$ cat src/sv/fcd_pkg.sv
// fcd_pkg: shared widths, register codes and the configuration struct of the
// force contact detector; no dependencies
package fcd_pkg;

    localparam int ADC_W      = 10;
    localparam int RAW_W      = 8;
    localparam int AVG_W      = 24;
    localparam int FRAC_W     = 16;
    localparam int WEIGHT_W   = 17;
    localparam int GAIN_W     = 16;
    localparam int CNT_W      = 8;
    localparam int LEVEL_W    = 8;
    localparam int OPA_W      = 26;
    localparam int OPB_W      = 18;
    localparam int PROD_W     = OPA_W + OPB_W;
    localparam int S_TDATA_W  = 16;
    localparam int M_TDATA_W  = 16;
    localparam int CFG_IDX_W  = 3;
    localparam int CFG_DATA_W = 17;

    localparam logic [WEIGHT_W-1:0] WEIGHT_ONE = WEIGHT_W'(1 << FRAC_W);
    localparam logic [LEVEL_W-1:0]  LEVEL_MAX  = '1;

    typedef enum logic [CFG_IDX_W-1:0] {
        REG_THRESHOLD = 3'd0,
        REG_MARGIN    = 3'd1,
        REG_WEIGHT    = 3'd2,
        REG_GAIN      = 3'd3,
        REG_SETTLE    = 3'd4
    } cfg_index_t;

    typedef struct packed {
        logic [LEVEL_W-1:0]  threshold;
        logic [LEVEL_W-1:0]  margin;
        logic [WEIGHT_W-1:0] weight;
        logic [GAIN_W-1:0]   gain;
        logic [CNT_W-1:0]    settle;
    } cfg_t;

endpackage

$ cat src/sv/fcd_cfg.sv
// fcd_cfg: configuration register file written through the plain write port
// depends on fcd_pkg
module fcd_cfg
    import fcd_pkg::*;
(
    input  logic                  aclk,
    input  logic                  aresetn,
    input  logic                  cfg_we,
    input  logic [CFG_IDX_W-1:0]  cfg_index,
    input  logic [CFG_DATA_W-1:0] cfg_wdata,
    output cfg_t                  cfg
);

    cfg_t cfg_reg;

    always_ff @(posedge aclk) begin
        if (!aresetn) begin
            cfg_reg.threshold <= LEVEL_W'(128);
            cfg_reg.margin    <= LEVEL_W'(8);
            cfg_reg.weight    <= WEIGHT_W'(16384);
            cfg_reg.gain      <= GAIN_W'(256);
            cfg_reg.settle    <= CNT_W'(3);
        end else if (cfg_we) begin
            case (cfg_index_t'(cfg_index))
                REG_THRESHOLD: cfg_reg.threshold <= cfg_wdata[LEVEL_W-1:0];
                REG_MARGIN:    cfg_reg.margin    <= cfg_wdata[LEVEL_W-1:0];
                REG_WEIGHT:    cfg_reg.weight    <= cfg_wdata[WEIGHT_W-1:0];
                REG_GAIN:      cfg_reg.gain      <= cfg_wdata[GAIN_W-1:0];
                REG_SETTLE:    cfg_reg.settle    <= cfg_wdata[CNT_W-1:0];
                default: ;
            endcase
        end
    end

    assign cfg = cfg_reg;

endmodule

$ cat src/sv/fcd_mul.sv
// fcd_mul: shared signed multiplier with a registered product
// depends on fcd_pkg
module fcd_mul
    import fcd_pkg::*;
(
    input  logic                     aclk,
    input  logic signed [OPA_W-1:0]  op_a,
    input  logic signed [OPB_W-1:0]  op_b,
    output logic signed [PROD_W-1:0] prod
);

    logic signed [PROD_W-1:0] prod_reg;

    always_ff @(posedge aclk) begin
        prod_reg <= PROD_W'(op_a) * PROD_W'(op_b);
    end

    assign prod = prod_reg;

endmodule

$ cat src/sv/fcd_debounce.sv
// fcd_debounce: hysteresis band decision and settle counter for the contact flag
// depends on fcd_pkg
module fcd_debounce
    import fcd_pkg::*;
(
    input  logic               aclk,
    input  logic               aresetn,
    input  cfg_t               cfg,
    input  logic [LEVEL_W-1:0] level,
    input  logic               commit,
    output logic               contact
);

    logic             contact_reg, contact_next;
    logic [CNT_W-1:0] count_reg, count_next;
    logic [CNT_W-1:0] count_inc;
    logic [LEVEL_W:0] band_hi;
    logic signed [LEVEL_W+1:0] band_lo;
    logic signed [LEVEL_W+1:0] level_s;
    logic             proposal;

    always_comb begin
        band_hi  = {1'b0, cfg.threshold} + {1'b0, cfg.margin};
        band_lo  = $signed({2'b00, cfg.threshold}) - $signed({2'b00, cfg.margin});
        level_s  = $signed({2'b00, level});
        proposal = contact_reg;
        if ({1'b0, level} > band_hi) begin
            proposal = 1'b1;
        end else if (level_s < band_lo) begin
            proposal = 1'b0;
        end
        count_inc    = count_reg + CNT_W'(1);
        contact_next = contact_reg;
        count_next   = '0;
        if (proposal != contact_reg) begin
            if (count_inc >= cfg.settle) begin
                contact_next = proposal;
            end else begin
                count_next = count_inc;
            end
        end
    end

    always_ff @(posedge aclk) begin
        if (!aresetn) begin
            contact_reg <= 1'b0;
            count_reg   <= '0;
        end else if (commit) begin
            contact_reg <= contact_next;
            count_reg   <= count_next;
        end
    end

    assign contact = contact_next;

endmodule

$ cat src/sv/force_contact_detector.sv
// Force contact detector: each input beat carries one 10-bit sensor sample and
// yields one output beat with the filtered force level and the debounced
// contact flag. An accepted sample passes the states S_DELTA, S_ACC, S_GAIN
// and S_OUT (only S_GAIN and S_OUT for the first sample after reset, which
// seeds the average): one multiplier is shared by the average update and the
// gain, and each of its two products is registered before it is used. The
// input is ready only while no sample is in flight; a finished result waits
// in an output register, so the next sample is taken even if that result
// has not yet been taken.
// Registers may be written only while no sample is in flight.
// depends on fcd_pkg, fcd_cfg, fcd_mul, fcd_debounce
module force_contact_detector
    import fcd_pkg::*;
(
    input  logic                  aclk,
    input  logic                  aresetn,
    input  logic                  cfg_we,
    input  logic [CFG_IDX_W-1:0]  cfg_index,
    input  logic [CFG_DATA_W-1:0] cfg_wdata,
    input  logic                  s_tvalid,
    output logic                  s_tready,
    input  logic [S_TDATA_W-1:0]  s_tdata,   // [9:0] adc_sample
    output logic                  m_tvalid,
    input  logic                  m_tready,
    output logic [M_TDATA_W-1:0]  m_tdata    // [7:0] force_level, [8] in_contact
);

    typedef enum logic [2:0] {
        S_IDLE,
        S_DELTA,
        S_ACC,
        S_GAIN,
        S_OUT
    } state_t;

    state_t state_reg, state_next;

    cfg_t cfg;
    logic [RAW_W-1:0]  raw_reg;
    logic [AVG_W-1:0]  avg_reg, avg_next;
    logic              seeded_reg;
    logic              m_tvalid_reg;
    logic [M_TDATA_W-1:0] m_tdata_reg;

    logic signed [OPA_W-1:0]  op_a, delta;
    logic signed [OPB_W-1:0]  op_b;
    logic signed [PROD_W-1:0] prod, step_sum, step;
    logic [WEIGHT_W-1:0]      weight_eff;
    logic [RAW_W-1:0]         raw_in;
    logic [39:0]              gained, gained_rnd;
    logic [LEVEL_W-1:0]       level;
    logic                     out_free, accept, commit, contact;

    localparam logic [39:0] LEVEL_CAP = {LEVEL_MAX, 32'd0} >> 8;
    localparam logic [39:0] ROUND_HALF = 40'd1 << 23;

    fcd_cfg u_cfg (
        .aclk      (aclk),
        .aresetn   (aresetn),
        .cfg_we    (cfg_we),
        .cfg_index (cfg_index),
        .cfg_wdata (cfg_wdata),
        .cfg       (cfg)
    );

    fcd_mul u_mul (
        .aclk (aclk),
        .op_a (op_a),
        .op_b (op_b),
        .prod (prod)
    );

    fcd_debounce u_debounce (
        .aclk    (aclk),
        .aresetn (aresetn),
        .cfg     (cfg),
        .level   (level),
        .commit  (commit),
        .contact (contact)
    );

    always_comb begin
        raw_in     = s_tdata[ADC_W-1:ADC_W-RAW_W];
        weight_eff = (cfg.weight > WEIGHT_ONE) ? WEIGHT_ONE : cfg.weight;
        delta      = $signed({2'b00, raw_reg, FRAC_W'(0)}) - $signed({2'b00, avg_reg});
        if (state_reg == S_DELTA) begin
            op_a = delta;
            op_b = $signed({1'b0, weight_eff});
        end else begin
            op_a = $signed({2'b00, avg_reg});
            op_b = $signed({2'b00, cfg.gain});
        end
        // rounded step of the moving average
        step_sum = prod + PROD_W'(1 << (FRAC_W - 1));
        step     = step_sum >>> FRAC_W;
        avg_next = avg_reg + step[AVG_W-1:0];

        gained     = prod[39:0];
        gained_rnd = gained + ROUND_HALF;
        level      = (gained > LEVEL_CAP) ? LEVEL_MAX : gained_rnd[31:24];

        out_free = !m_tvalid_reg || m_tready;
        accept   = (state_reg == S_IDLE) && s_tvalid;
        commit   = (state_reg == S_OUT) && out_free;

        state_next = state_reg;
        case (state_reg)
            S_IDLE:  if (s_tvalid) state_next = seeded_reg ? S_DELTA : S_GAIN;
            S_DELTA: state_next = S_ACC;
            S_ACC:   state_next = S_GAIN;
            S_GAIN:  state_next = S_OUT;
            S_OUT:   if (out_free) state_next = S_IDLE;
            default: state_next = S_IDLE;
        endcase
    end

    always_ff @(posedge aclk) begin
        if (!aresetn) begin
            state_reg    <= S_IDLE;
            seeded_reg   <= 1'b0;
            avg_reg      <= '0;
            m_tvalid_reg <= 1'b0;
        end else begin
            state_reg <= state_next;
            if (accept) begin
                raw_reg <= raw_in;
                if (!seeded_reg) begin
                    avg_reg    <= {raw_in, FRAC_W'(0)};
                    seeded_reg <= 1'b1;
                end
            end
            if (state_reg == S_ACC) begin
                avg_reg <= avg_next;
            end
            if (commit) begin
                m_tvalid_reg <= 1'b1;
                m_tdata_reg  <= {(M_TDATA_W - LEVEL_W - 1)'(0), contact, level};
            end else if (m_tready) begin
                m_tvalid_reg <= 1'b0;
            end
        end
    end

    assign s_tready = (state_reg == S_IDLE);
    assign m_tvalid = m_tvalid_reg;
    assign m_tdata  = m_tdata_reg;

endmodule
$ cat config.mk
export PLATFORM = sky130hd
export DESIGN_NAME = force_contact_detector
export DESIGN_NICKNAME = d
export VERILOG_FILES = /design/src/sv/fcd_pkg.sv /design/src/sv/fcd_cfg.sv /design/src/sv/fcd_mul.sv /design/src/sv/fcd_debounce.sv /design/src/sv/force_contact_detector.sv
export SDC_FILE = /design/constraint.sdc
export NUM_CORES = 2
export LEC_CHECK = 0
export ABC_AREA = 1
export BUFFER_PORTS_ARGS = -buffer_cell sky130_fd_sc_hd__buf_2
export CAP_MARGIN = 20
export CORE_MARGIN = 2
export CORE_UTILIZATION = 25
export DETAILED_ROUTE_END_ITERATION = 10
export GPL_ROUTABILITY_DRIVEN = 0
export PLACE_DENSITY = 0.42
export SYNTH_ARGS = -nofsm -noshare
export SYNTH_HDL_FRONTEND = slang
export SYNTH_HIERARCHICAL = 1
export SYNTH_SLANG_ARGS = --single-unit
$ cat constraint.sdc
create_clock -name aclk -period 17.8 [get_ports aclk]
set_clock_uncertainty 0.05 [all_clocks]
set_input_delay 0.89 -clock aclk [delete_from_list [all_inputs] [get_ports aclk]]
set_output_delay 0.89 -clock aclk [all_outputs]
set_load 0.05 [all_outputs]
==> results.json <==
{
  "diodes": 0,
  "start_kind": "flop",
  "cpMostUsedCell": "inv_1",
  "cts_root_buffer": "clkbuf_16",
  "cts_buffers": 17,
  "p_seq_share_pct": 14.9,
  "hpwl_um": 66200,
  "worstReg2RegEnd": "u_mul/prod[39]",
  "tritoncts": "done",
  "avgSynthCellArea_um2": 7.08,
  "maxSlewViolCount": 0,
  "finalHoldViolations": 0,
  "largest_register_ffs": 57,
  "dr.pass1.iters": 5,
  "power_density_nw_per_um2": 110,
  "p_sw_w": 0.00191,
  "start_util_pct": 25.2,
  "min_to": "u_cfg/cfg[7]",
  "max_slew_margin_pct": 36.0,
  "intPower_w": 0.00135,
  "rows": 120,
  "via_per_inst": 4.28,
  "final_layout_size_suffix_gt1_share_pct": 5.84,
  "antenna_found_initial": 3,
  "grt_start_max_net_pins": 62,
  "antenna_left": 0,
  "status": "complete, no violations",
  "syn-instance-count": 3812,
  "vdd_drop_max_v": 0.0000769,
  "final_cell_area_um2": 29700,
  "ys_warn_count": 6,
  "whs_path_depth": 2,
  "r2r_cells": 30,
  "cts_resized": 0,
  "htree_levels": 4,
  "chipWidth_um": 333,
  "netlist_area_um2": 27000,
  "critPathMaxStageDelay_ps": 740,
  "cp.arrival_ps": 8210,
  "hold_start": "u_cfg/cfg[7]",
  "reg2reg_slack_ps": 9890,
  "die_h_um": 333,
  "portBuffers": 43,
  "worst_slew_pin_slew_ps": 954,
  "crit_buf_inv": 9,
  "core_um2": 107000,
  "final_util_pct": 27.7,
  "postPlaceCellArea_um2": 29100,
  "worst_hold_path_type": "flop to flop",
  "hold_buffers": 0,
  "cts_buffer_depth": 2,
  "cpMaxStageDelayCell": "fa_1",
  "wire_per_inst_um": 16.0,
  "r2r_start": "avg_reg[17]",
  "grt.overflow.total": 0,
  "cts_sinks": 152,
  "fin_crit_sh_pct": 44.5,
  "grt_pass1_wl_um": 133000,
  "io_pins": 59,
  "first_global_vias": 23000,
  "met3_usage_pct": 1.15,
  "final_net_count": 4446,
  "critical-path-top-delay-family": "adder cells",
  "cts_setup_buffers": 0,
  "grt_use_total_pct": 15.4,
  "path_max_fanout": 31,
  "drc": 0,
  "routed_wl_um": 83400,
  "gr-usage-met1_pct": 21.1,
  "min_period_ps": 7910,
  "rsz0062_at_grt": "false",
  "clk_latency_ps": 460,
  "setup_viol": 0,
  "endpoint_kind": "flop",
  "vias": 22300,
  "maxCapViolations": 0,
  "die-area_um2": 111000,
  "grt_busiest_layer": "met2",
  "fmax_ghz": 0.126,
  "p_leak_nw": 16.0,
  "grt.met2_usage_pct": 26.6,
  "pwr-share-clk_pct": 11.7,
  "combinationalPowerShare_pct": 73.4,
  "required_ps": 18100,
  "swShare_pct": 58.6,
  "fillers": 12000,
  "worst-setup-path-type": "flop to flop",
  "area_growth_pct": 9.91,
  "clk_pin_slew_ps": 80,
  "fin_setup_tns_ps": 0,
  "drt-initial-drc-count": 1128
}
[metal layers]
layer	vias to the layer above	part of all wire [%]
met4	0	1.9
met2	385	48
li1	11000	-
met1	10800	47
met5	-	0
met3	81	3.2
[placed cells by master, fill, tap and decap left out, types with 3 or more instances in the layout]
cell	instances
o21ai_1	13
nand3_1	144
nor4_1	15
inv_1	1000
xor2_1	57
o21bai_1	9
a31oi_1	4
o31ai_4	8
inv_8	5
or2_2	9
o21ai_0	26
ha_1	180
nand4_1	26
nand3b_1	9
nand2_1	1055
a21oi_1	115
xor2_2	7
buf_2	43
edfxtp_1	17
nand3_2	9
conb_1	8
clkbuf_16	17
nand2_2	7
inv_2	7
dfxtp_1	135
nor2_1	283
inv_6	4
nor2_2	14
buf_4	54
nor3_1	24
xnor2_2	3
nor3_2	3
xnor2_1	10
a21o_1	4
clkinv_8	4
fa_1	437
o21ai_2	13
[worst register-to-register path: cells and delay by family, from the launching register on]
kind / cells / cell delay [ps]
AO/OA/AOI/OAI: 5 / 1320
adder cells (fa/ha/maj): 8 / 4080
buffers and inverters: 9 / 1030
flip-flops: 1 / 440
AND/OR/NAND/NOR: 8 / 850
[worst max path at each step]
| stage | from | endpoint | slack (ps) | cells past startpoint |
|---|---|---|---|---|
| 2_1_floorplan | avg_reg[17] | u_mul/prod[37] | 11070 | 33 |
| 3_3_place_gp | avg_reg[17] | u_mul/prod[39] | 9810 | 30 |
| 3_5_place_dp | avg_reg[17] | u_mul/prod[39] | 9810 | 30 |
| 4_1_cts | avg_reg[17] | u_mul/prod[39] | 9800 | 30 |
| 5_1_grt | avg_reg[17] | u_mul/prod[39] | 9330 | 30 |
| 6_report | avg_reg[17] | u_mul/prod[39] | 9890 | 30 |
[power by group through the flow]
stage | clock network [W] | registers (W) | logic [W]
after floorplan | 0 | 0.000465 | 0.00159
after global placement | 0 | 0.000495 | 0.00243
after detailed placement | 0 | 0.000496 | 0.00242
after CTS | 0.000398 | 0.000488 | 0.00244
after global routing | 0.000407 | 0.000495 | 0.00271
final | 0.000383 | 0.000486 | 0.00240
[per-stage QoR]
stage	worst slack, ps	hold slack (ps)	total power [W]	cells
floorplan	11070	392	0.00205	3819
global placement	9810	415	0.00293	5169
detailed placement	9810	419	0.00292	5171
CTS	9800	437	0.00332	5203
global route	9330	454	0.00361	5204
finish	9890	435	0.00327	5204
[cell type report]
| type | count | area (µm²) | area share, % |
|---|---|---|---|
| multi-input combinational | 2511 | 19700 | 66.3 |
| inverter | 1009 | 3790 | 12.8 |
| sequential | 152 | 3210 | 10.8 |
| tap | 1403 | 1760 | 5.92 |
| timing repair buffer | 97 | 621 | 2.09 |
| clock buffer | 17 | 425 | 1.43 |
| clock inverter | 15 | 189 | 0.637 |
Note: power is estimated with default switching activity, not from simulation.
